<file path="src/design/lcs_pkg.sv">
// ----------------------------------------------------------------------------
// lcs_pkg
// Shared types, constants and letter decode functions for the letter class
// sort block.
// ----------------------------------------------------------------------------
package lcs_pkg;

    localparam int LCS_MAX_LETTERS    = 32;
    localparam int LCS_NUM_BINS       = 52;
    localparam int LCS_NUM_VOWEL_BINS = 10;
    localparam int LCS_BIN_W          = 6;
    localparam int LCS_CNT_W          = 6;
    localparam int LCS_TOT_W          = LCS_CNT_W + 1;

    localparam logic [7:0] LCS_CHR_UP_A = 8'h41;
    localparam logic [7:0] LCS_CHR_UP_Z = 8'h5A;
    localparam logic [7:0] LCS_CHR_LO_A = 8'h61;
    localparam logic [7:0] LCS_CHR_LO_Z = 8'h7A;

    localparam logic [0:0] LCS_GRP_VOWEL     = 1'b0;
    localparam logic [0:0] LCS_GRP_CONSONANT = 1'b1;

    // emit order: vowel bins first, then consonant bins, each ascending
    localparam logic [LCS_BIN_W-1:0] LCS_ORDER [LCS_NUM_BINS] = '{
        6'd0,  6'd4,  6'd8,  6'd14, 6'd20, 6'd26, 6'd30, 6'd34, 6'd40, 6'd46,
        6'd1,  6'd2,  6'd3,  6'd5,  6'd6,  6'd7,  6'd9,  6'd10, 6'd11, 6'd12,
        6'd13, 6'd15, 6'd16, 6'd17, 6'd18, 6'd19, 6'd21, 6'd22, 6'd23, 6'd24,
        6'd25, 6'd27, 6'd28, 6'd29, 6'd31, 6'd32, 6'd33, 6'd35, 6'd36, 6'd37,
        6'd38, 6'd39, 6'd41, 6'd42, 6'd43, 6'd44, 6'd45, 6'd47, 6'd48, 6'd49,
        6'd50, 6'd51
    };

    typedef struct packed {
        logic accept;
        logic update;
        logic seq_clear;
        logic seq_read;
        logic take_cnt;
        logic next_bin;
        logic emit;
        logic emit_empty;
        logic clear_all;
    } t_cmd;

    typedef struct packed {
        logic eot;
        logic total_zero;
        logic cnt_zero;
        logic left_one;
        logic last_bin;
        logic is_last;
        logic out_free;
    } t_status;

    function automatic logic is_upper(input logic [7:0] c);
        return (c >= LCS_CHR_UP_A) && (c <= LCS_CHR_UP_Z);
    endfunction

    function automatic logic is_lower(input logic [7:0] c);
        return (c >= LCS_CHR_LO_A) && (c <= LCS_CHR_LO_Z);
    endfunction

    function automatic logic is_letter(input logic [7:0] c);
        return is_upper(c) || is_lower(c);
    endfunction

    function automatic logic [LCS_BIN_W-1:0] letter_bin(input logic [7:0] c);
        logic [7:0] b;
        if (is_upper(c)) begin
            b = c - LCS_CHR_UP_A;
        end else if (is_lower(c)) begin
            b = c - LCS_CHR_LO_A + 8'd26;
        end else begin
            b = '0;
        end
        return b[LCS_BIN_W-1:0];
    endfunction

    function automatic logic is_vowel(input logic [7:0] c);
        logic [7:0] low;
        low = c | 8'h20;
        return (low == 8'h61) || (low == 8'h65) || (low == 8'h69) ||
               (low == 8'h6F) || (low == 8'h75);
    endfunction

    function automatic logic [6:0] bin_code(input logic [LCS_BIN_W-1:0] b);
        logic [6:0] code;
        if (b < 6'd26) begin
            code = 7'h41 + 7'(b);
        end else begin
            code = 7'h47 + 7'(b);
        end
        return code;
    endfunction

endpackage

</file>
<file path="src/design/lcs_datapath.sv">
// ----------------------------------------------------------------------------
// lcs_datapath
// Histogram memory, group totals, emit sequence counters and the output
// register of the letter class sort block.
// ----------------------------------------------------------------------------
module lcs_datapath
    import lcs_pkg::*;
#(
    parameter int MAX_LETTERS = LCS_MAX_LETTERS
) (
    input  logic                 i_clk,
    input  logic                 i_rst_n,
    input  logic [7:0]           i_char_code,
    input  logic                 i_end_of_text,
    input  logic                 i_stall,
    input  t_cmd                 i_cmd,
    output t_status              o_status,
    output logic                 o_valid,
    output logic [6:0]           o_letter,
    output logic                 o_group,
    output logic [LCS_CNT_W-1:0] o_group_count,
    output logic                 o_overflowed,
    output logic                 o_empty_text,
    output logic                 o_last_result
);

    logic [LCS_CNT_W-1:0] r_hist [LCS_NUM_BINS];
    logic [LCS_NUM_BINS-1:0] r_bin_valid;
    logic [LCS_CNT_W-1:0] r_rd_data;
    logic                 r_rd_hit;

    logic [LCS_BIN_W-1:0] r_bin;
    logic                 r_is_letter;
    logic                 r_is_vowel;
    logic                 r_eot;

    logic [LCS_CNT_W-1:0] r_vowel_total;
    logic [LCS_CNT_W-1:0] r_cons_total;
    logic                 r_overflow;

    logic [LCS_BIN_W-1:0] r_idx;
    logic [LCS_CNT_W-1:0] r_left;
    logic [LCS_CNT_W-1:0] r_emitted;

    logic                 r_o_valid;
    logic [6:0]           r_letter;
    logic                 r_group;
    logic [LCS_CNT_W-1:0] r_group_count;
    logic                 r_overflowed;
    logic                 r_empty_text;
    logic                 r_last_result;

    logic [LCS_BIN_W-1:0] w_rd_addr;
    logic [LCS_BIN_W-1:0] w_seq_bin;
    logic [LCS_CNT_W-1:0] w_rd_cnt;
    logic [LCS_TOT_W-1:0] w_total;
    logic                 w_room;
    logic                 w_store;
    logic                 w_out_free;
    logic                 w_is_last;
    logic [LCS_CNT_W-1:0] n_vowel_total;
    logic [LCS_CNT_W-1:0] n_cons_total;

    assign w_seq_bin = LCS_ORDER[r_idx];
    assign w_rd_addr = i_cmd.accept ? letter_bin(i_char_code) : w_seq_bin;
    assign w_rd_cnt  = r_rd_hit ? r_rd_data : '0;
    assign w_total   = LCS_TOT_W'(r_vowel_total) + LCS_TOT_W'(r_cons_total);
    assign w_room    = w_total < LCS_TOT_W'(MAX_LETTERS);
    assign w_store   = i_cmd.update && r_is_letter && w_room;
    assign w_out_free = !r_o_valid || !i_stall;
    assign w_is_last = (LCS_TOT_W'(r_emitted) + LCS_TOT_W'(1)) == w_total;

    always_comb begin
        n_vowel_total = r_vowel_total;
        n_cons_total  = r_cons_total;
        if (w_store) begin
            if (r_is_vowel) begin
                n_vowel_total = r_vowel_total + LCS_CNT_W'(1);
            end else begin
                n_cons_total = r_cons_total + LCS_CNT_W'(1);
            end
        end
    end

    // histogram memory
    always_ff @(posedge i_clk) begin
        if (w_store) begin
            r_hist[r_bin] <= w_rd_cnt + LCS_CNT_W'(1);
        end
        if (i_cmd.accept || i_cmd.seq_read) begin
            r_rd_data <= r_hist[w_rd_addr];
            r_rd_hit  <= r_bin_valid[w_rd_addr];
        end
    end

    always_ff @(posedge i_clk) begin
        if (!i_rst_n) begin
            r_bin_valid   <= '0;
            r_vowel_total <= '0;
            r_cons_total  <= '0;
            r_overflow    <= 1'b0;
            r_o_valid     <= 1'b0;
        end else begin
            if (i_cmd.clear_all) begin
                r_bin_valid   <= '0;
                r_vowel_total <= '0;
                r_cons_total  <= '0;
                r_overflow    <= 1'b0;
            end else begin
                if (w_store) begin
                    r_bin_valid[r_bin] <= 1'b1;
                end
                if (i_cmd.update && r_is_letter && !w_room) begin
                    r_overflow <= 1'b1;
                end
                r_vowel_total <= n_vowel_total;
                r_cons_total  <= n_cons_total;
            end
            if (i_cmd.emit || i_cmd.emit_empty) begin
                r_o_valid <= 1'b1;
            end else if (!i_stall) begin
                r_o_valid <= 1'b0;
            end
        end
    end

    always_ff @(posedge i_clk) begin
        if (i_cmd.accept) begin
            r_bin       <= letter_bin(i_char_code);
            r_is_letter <= is_letter(i_char_code);
            r_is_vowel  <= is_vowel(i_char_code);
            r_eot       <= i_end_of_text;
        end
        if (i_cmd.seq_clear) begin
            r_idx     <= '0;
            r_emitted <= '0;
        end else begin
            if (i_cmd.next_bin) begin
                r_idx <= r_idx + LCS_BIN_W'(1);
            end
            if (i_cmd.emit) begin
                r_emitted <= r_emitted + LCS_CNT_W'(1);
            end
        end
        if (i_cmd.take_cnt) begin
            r_left <= w_rd_cnt;
        end else if (i_cmd.emit) begin
            r_left <= r_left - LCS_CNT_W'(1);
        end
        if (i_cmd.emit) begin
            r_letter      <= bin_code(w_seq_bin);
            if (r_idx >= LCS_BIN_W'(LCS_NUM_VOWEL_BINS)) begin
                r_group       <= LCS_GRP_CONSONANT;
                r_group_count <= r_cons_total;
            end else begin
                r_group       <= LCS_GRP_VOWEL;
                r_group_count <= r_vowel_total;
            end
            r_overflowed  <= r_overflow;
            r_empty_text  <= 1'b0;
            r_last_result <= w_is_last;
        end else if (i_cmd.emit_empty) begin
            r_letter      <= '0;
            r_group       <= LCS_GRP_VOWEL;
            r_group_count <= '0;
            r_overflowed  <= r_overflow;
            r_empty_text  <= 1'b1;
            r_last_result <= 1'b1;
        end
    end

    always_comb begin
        o_status.eot        = r_eot;
        o_status.total_zero = (n_vowel_total == '0) && (n_cons_total == '0);
        o_status.cnt_zero   = w_rd_cnt == '0;
        o_status.left_one   = r_left == LCS_CNT_W'(1);
        o_status.last_bin   = r_idx == LCS_BIN_W'(LCS_NUM_BINS - 1);
        o_status.is_last    = w_is_last;
        o_status.out_free   = w_out_free;
    end

    assign o_valid       = r_o_valid;
    assign o_letter      = r_letter;
    assign o_group       = r_group;
    assign o_group_count = r_group_count;
    assign o_overflowed  = r_overflowed;
    assign o_empty_text  = r_empty_text;
    assign o_last_result = r_last_result;

    a_capacity: assert property (@(posedge i_clk) disable iff (!i_rst_n)
        w_total <= LCS_TOT_W'(MAX_LETTERS))
        else $error("stored letters exceed capacity");

    a_empty_form: assert property (@(posedge i_clk) disable iff (!i_rst_n)
        (r_o_valid && r_empty_text) |-> (r_last_result && (r_letter == '0)))
        else $error("empty result malformed");

    a_clear: assert property (@(posedge i_clk) disable iff (!i_rst_n)
        i_cmd.clear_all |=> ((r_vowel_total == '0) && (r_cons_total == '0) &&
                             (r_bin_valid == '0) && !r_overflow))
        else $error("state not cleared after emit");

endmodule

</file>
<file path="src/design/lcs_ctrl.sv">
// ----------------------------------------------------------------------------
// lcs_ctrl
// Controller of the letter class sort block: input load and histogram update,
// then the sorted emit walk over the histogram bins or an empty-text result.
// ----------------------------------------------------------------------------
module lcs_ctrl
    import lcs_pkg::*;
(
    input  logic    i_clk,
    input  logic    i_rst_n,
    input  logic    i_valid,
    input  t_status i_status,
    output t_cmd    o_cmd,
    output logic    o_stall
);

    typedef enum logic [2:0] {
        S_IDLE,
        S_UPD,
        S_EMPTY,
        S_RD,
        S_CHK,
        S_OUT
    } t_state;

    t_state r_state;
    t_state n_state;
    logic   r_stall;

    always_comb begin
        o_cmd   = '0;
        n_state = r_state;
        unique case (r_state)
            S_IDLE: begin
                if (i_valid) begin
                    o_cmd.accept = 1'b1;
                    n_state      = S_UPD;
                end
            end
            S_UPD: begin
                o_cmd.update    = 1'b1;
                o_cmd.seq_clear = 1'b1;
                if (!i_status.eot) begin
                    n_state = S_IDLE;
                end else if (i_status.total_zero) begin
                    n_state = S_EMPTY;
                end else begin
                    n_state = S_RD;
                end
            end
            S_EMPTY: begin
                if (i_status.out_free) begin
                    o_cmd.emit_empty = 1'b1;
                    o_cmd.clear_all  = 1'b1;
                    n_state          = S_IDLE;
                end
            end
            S_RD: begin
                o_cmd.seq_read = 1'b1;
                n_state        = S_CHK;
            end
            S_CHK: begin
                if (!i_status.cnt_zero) begin
                    o_cmd.take_cnt = 1'b1;
                    n_state        = S_OUT;
                end else if (i_status.last_bin) begin
                    o_cmd.clear_all = 1'b1;
                    n_state         = S_IDLE;
                end else begin
                    o_cmd.next_bin = 1'b1;
                    n_state        = S_RD;
                end
            end
            S_OUT: begin
                if (i_status.out_free) begin
                    o_cmd.emit = 1'b1;
                    if (i_status.is_last) begin
                        o_cmd.clear_all = 1'b1;
                        n_state         = S_IDLE;
                    end else if (i_status.left_one) begin
                        o_cmd.next_bin = 1'b1;
                        n_state        = S_RD;
                    end
                end
            end
            default: begin
                n_state = S_IDLE;
            end
        endcase
    end

    always_ff @(posedge i_clk) begin
        if (!i_rst_n) begin
            r_state <= S_IDLE;
            r_stall <= 1'b0;
        end else begin
            r_state <= n_state;
            r_stall <= n_state != S_IDLE;
        end
    end

    assign o_stall = r_stall;

    a_stall_state: assert property (@(posedge i_clk) disable iff (!i_rst_n)
        r_stall == (r_state != S_IDLE))
        else $error("stall out of step with state");

    a_last_done: assert property (@(posedge i_clk) disable iff (!i_rst_n)
        (o_cmd.emit && i_status.is_last) |=> (r_state == S_IDLE))
        else $error("emit walk did not end on last result");

    a_emit_free: assert property (@(posedge i_clk) disable iff (!i_rst_n)
        (o_cmd.emit || o_cmd.emit_empty) |-> i_status.out_free)
        else $error("result emitted into a stalled output register");

endmodule

</file>
<file path="src/design/letter_class_sort_core.sv">
// a byte is taken by an accept, then a histogram read-modify-write
// end of text: each bin walked is read and checked, each result emitted,
// at most 52 bins, held by output stalls; no byte is taken during the walk
// a new byte is taken only after the last one has updated the histogram
// reset: synchronous active low; clears totals, overflow flag and bin valids
// ----------------------------------------------------------------------------
// letter_class_sort_core
// Vowel / consonant split counting sort of the ASCII letters of a text.
// ----------------------------------------------------------------------------
module letter_class_sort_core
    import lcs_pkg::*;
#(
    parameter int MAX_LETTERS = LCS_MAX_LETTERS
) (
    input  logic                 i_clk,
    input  logic                 i_rst_n,
    input  logic                 i_valid,
    output logic                 o_stall,
    input  logic [7:0]           i_char_code,
    input  logic                 i_end_of_text,
    output logic                 o_valid,
    input  logic                 i_stall,
    output logic [6:0]           o_letter,
    output logic                 o_group,
    output logic [LCS_CNT_W-1:0] o_group_count,
    output logic                 o_overflowed,
    output logic                 o_empty_text,
    output logic                 o_last_result
);

    t_cmd    w_cmd;
    t_status w_status;

    lcs_ctrl u_ctrl (
        .i_clk    (i_clk),
        .i_rst_n  (i_rst_n),
        .i_valid  (i_valid),
        .i_status (w_status),
        .o_cmd    (w_cmd),
        .o_stall  (o_stall)
    );

    lcs_datapath #(
        .MAX_LETTERS (MAX_LETTERS)
    ) u_datapath (
        .i_clk         (i_clk),
        .i_rst_n       (i_rst_n),
        .i_char_code   (i_char_code),
        .i_end_of_text (i_end_of_text),
        .i_stall       (i_stall),
        .i_cmd         (w_cmd),
        .o_status      (w_status),
        .o_valid       (o_valid),
        .o_letter      (o_letter),
        .o_group       (o_group),
        .o_group_count (o_group_count),
        .o_overflowed  (o_overflowed),
        .o_empty_text  (o_empty_text),
        .o_last_result (o_last_result)
    );

endmodule
</file>
<file path="config.mk">
export PLATFORM = sky130hd
export DESIGN_NAME = letter_class_sort_core
export DESIGN_NICKNAME = d
export VERILOG_FILES = /design/src/design/lcs_pkg.sv /design/src/design/lcs_datapath.sv /design/src/design/lcs_ctrl.sv /design/src/design/letter_class_sort_core.sv
export SDC_FILE = /design/constraint.sdc
export NUM_CORES = 1
export LEC_CHECK = 0
export ABC_AREA = 1
export BUFFER_PORTS_ARGS = -buffer_cell sky130_fd_sc_hd__buf_2
export CORE_MARGIN = 1
export CORE_UTILIZATION = 35
export DETAILED_ROUTE_END_ITERATION = 10
export GPL_ROUTABILITY_DRIVEN = 0
export GPL_TIMING_DRIVEN = 0
export PLACE_DENSITY = 0.49
export SLEW_MARGIN = 20
export SYNTH_ARGS = -nofsm -noshare
export SYNTH_HDL_FRONTEND = slang
export SYNTH_HIERARCHICAL = 1
export SYNTH_SLANG_ARGS = --single-unit
</file>
<file path="constraint.sdc">
create_clock -name i_clk -period 4.75 [get_ports i_clk]
set_input_delay 0.7125 -clock i_clk [delete_from_list [all_inputs] [get_ports i_clk]]
set_output_delay 0.7125 -clock i_clk [all_outputs]
set_load 0.1 [all_outputs]
</file>
==> flow_summary_export.csv <==
group,metric,value,unit
route,drc,0,
yosys,yosysWarningCount,6,
flow_run,cap_viol_max_count,0,
clocking,numClockSinks,433,
min_path,min-delay-start,"i_end_of_text",
yosys,synth-seq-cells,433,
worst_setup_path,slowest_delay,0.59,ns
floorplanning,die_height,245,µm
power,irDropWorstVdd,0.000241,V
sta,worst_pin_slew,0.956,ns
clocking,cts_tree,"yes",
sta,finalCritPeriodShare,81.5,%
worst_setup_path,reg2reg_slack,0.88,ns
worst_setup_path,slowest_stage,"clkbuf_1",
worst_setup_path,worstSetupEndpointType,"flip-flop",
route,post_drt_wl_per_cell,19.6,µm
power,leakage,10.0,nW
sta,clock.fmax,258,MHz
floorplanning,die_w,245,µm
clocking,clock_latency,0.61,ns
cells_and_area,drive_gt1_share,10.2,%
placement,dp_worst_setup_slack,0.762,ns
clocking,cts_buffer_depth,3,
floorplanning,io_pins,32,
yosys,synth_fp_nets,2307,
worst_setup_path,crit_start,"u_datapath/r_vowel_total[0]",
route,dr.pass1.iters,8,
worst_setup_path,critPathLaunchType,"flip-flop",
worst_setup_path,path_buf_inv,5,
sta,setup_viol,0,
sta,timing.slew.headroom,35.9,%
route,drt_iter0_drc,1497,
clocking,postCtsHoldBufs,0,
sta,hold_viol_final,0,
cells_and_area,area_growth,14.9,%
clocking,postCtsSetupBuffers,0,
cells_and_area,largest_reg_flops,312,
sta,rsz0062_at_grt,"no",
clocking,clk_pin_slew,0.06,ns
clocking,cts.repair.resized,0,
cells_and_area,top_register,"u_datapath/r_hist",
grt,overflow,0,
worst_setup_path,worstSetupPathType,"flip-flop to flip-flop",
yosys,syn_area,20700,µm²
yosys,syn-mean-instance-area,9.16,µm²
cells_and_area,num_antenna_cells,0,
min_path,hold_path.class,"primary input to flip-flop",
cells_and_area,fin_area,23800,µm²
grt,grt_max_degree,53,
route,via_per_inst,4.97,
cells_and_area,layout.nets,2405,
worst_setup_path,crit_chain,"ha_1, inv_1, fa_1, xnor2_1, xnor2_1, nand3b_1, nor4b_1, nand3_1, inv_1, buf_4, a31oi_1, o31ai_1, or2_2, clkbuf_1, clkbuf_1, a21oi_1",
sta,maxSlewViolCount,0,
sta,fin_ws,0.877,ns
power,powerDensity,393,nW/µm²
placement,numPortBuffers,30,
clocking,cts_root_buf,"clkbuf_16",
yosys,postSynthCellCount,2263,
clocking,htree_levels,2,
grt,grtUsageTotal,20.8,%
placement,dpl.hpwl,43400,µm
grt,grt_pass1_wl,93400,µm
cells_and_area,num-fill-cells,5799,
worst_setup_path,critPathTopFamily,"buffers and inverters",
floorplanning,die-area,60200,µm²
yosys,synth_cell_type_count,46,
yosys,synthTopCellsByArea,"edfxtp_1 51%, nand2_1 8.9%, dfxtp_1 8.0%, nand3_1 8.0%, inv_1 7.5%",
grt,grt_pass1_vias,15000,
worst_setup_path,r2r_start,"u_datapath/r_vowel_total[0]",
route,antenna_left,0,
placement,placed_area,22200,µm²
power,p_total,0.00937,W
sta,period_needed,3.87,ns
run_status,status,"complete, no violations",
yosys,yosys.area.top_type,"edfxtp_1",
floorplanning,core_area,58100,µm²
worst_setup_path,required,5.20,ns
floorplanning,initial_core_util,35.7,%
route,vias,15700,
sta,fin_skew,0.0349,ns
worst_setup_path,crit_arrival,4.32,ns
clocking,cts_made_buffers,50,
yosys,synth_top_area_share,50.7,%
yosys,ys_seq_area_share,58.7,%
route,routed_wl,62000,µm
floorplanning,placementRows,88,
grt,antenna_found_initial,0,
worst_setup_path,critPathMaxFanout,10,
[worst register-to-register path, delay by kind of cell, from the launching register on]
family                   cells  cell delay, ns
buffers and inverters        5            1.40
AND/OR/NAND/NOR              4            0.69
flip-flops                   1            0.48
adder cells (fa/ha/maj)      2            0.62
AO/OA/AOI/OAI                3            0.22
XOR/XNOR                     2            0.34
[synth_stat cells, drive strengths merged]
| cell type | number |
|---|---|
| nand3b | 4 |
| a21o | 2 |
| or3 | 1 |
| a21oi | 95 |
| edfxtp | 350 |
| nor4 | 3 |
| a31oi | 2 |
| nor3 | 18 |
| xnor2 | 14 |
| a2bb2oi | 1 |
| nor4b | 1 |
| nand2 | 501 |
| clkinv | 6 |
| xor2 | 23 |
| fa | 2 |
| clkbuf | 19 |
| o221ai | 2 |
| nand4 | 5 |
| o21bai | 1 |
| o211ai | 37 |
| nand3 | 335 |
| or2 | 4 |
| inv | 424 |
| o41ai | 1 |
| o31ai | 2 |
| ha | 29 |
| buf | 82 |
| o22ai | 3 |
| nor2 | 123 |
| o21ai | 89 |
| dfxtp | 83 |
| o21a | 1 |
[layout by cell type (no fill, tap or decap), types with 19 or more instances in the layout]
cell	count
nand2_1	493
o211ai_1	36
o21ai_1	20
clkbuf_16	51
nor2_1	115
a21oi_1	94
buf_2	85
ha_1	28
clkbuf_1	35
o21ai_0	67
edfxtp_1	350
nand3_1	330
inv_1	417
buf_4	19
xor2_1	21
dfxtp_1	83
[cell families after synthesis]
group	count (synthesis)	share of synthesized area [%]
xor gates and xnor gates	37	1.56
buffers and inverters	531	10.6
adders and majority gates	31	1.94
and+or+nand+nor	995	20.8
AOI/OAI and AO/OA	236	6.38
DFF	433	58.7
[worst paths after layout]
check	to	depth (start not counted)
min	u_datapath/r_eot	1
min reg2reg	u_datapath/r_bin_valid[48]	2
max	u_datapath/r_bin_valid[7]	16
max reg2reg	u_datapath/r_bin_valid[7]	16
[per-layer routing]
metal,track usage [%],vias to the layer above,part of all wire [%]
met5,0,-,0
met4,6.69,0,3.0
met3,3.25,120,6.6
met2,32.5,548,45
met1,29.4,7509,46
li1,-,7567,-
[power by group]
group,switching (W),internal [W],total (W)
clock network,0.00156,0.00224,0.00380
registers,0.0000269,0.00428,0.00431
logic,0.000941,0.000328,0.00127
[final cells by class]
cell class                 instances  area (µm²)  share of cell area, %
inverter                         430        1620                   6.79
clock buffer                      73        1420                   5.96
multi-input combinational       1299        6470                   27.2
clock inverter                    21         203                  0.851
buffer                           101         591                   2.48
timing repair buffer              46         393                   1.65
sequential                       433       12200                   51.1
tap                              765         957                   4.02
[per-stage QoR]
| step | setup TNS, ns | std cells | hold slack, ns | util [%] |
|---|---|---|---|---|
| 5_1_grt | 0 | 3168 | 0.294 | 41.0 |
| 3_5_place_dp | 0 | 3074 | 0.444 | 38.2 |
| 4_1_cts | 0 | 3168 | 0.286 | 41.0 |
| 3_3_place_gp | -576.19 | 3058 | 0.441 | 37.6 |
| 2_1_floorplan | 0 | 2263 | 0.409 | - |
| 6_report | 0 | 3168 | 0.324 | 41.0 |
Note: power is estimated with default switching activity, not from simulation.
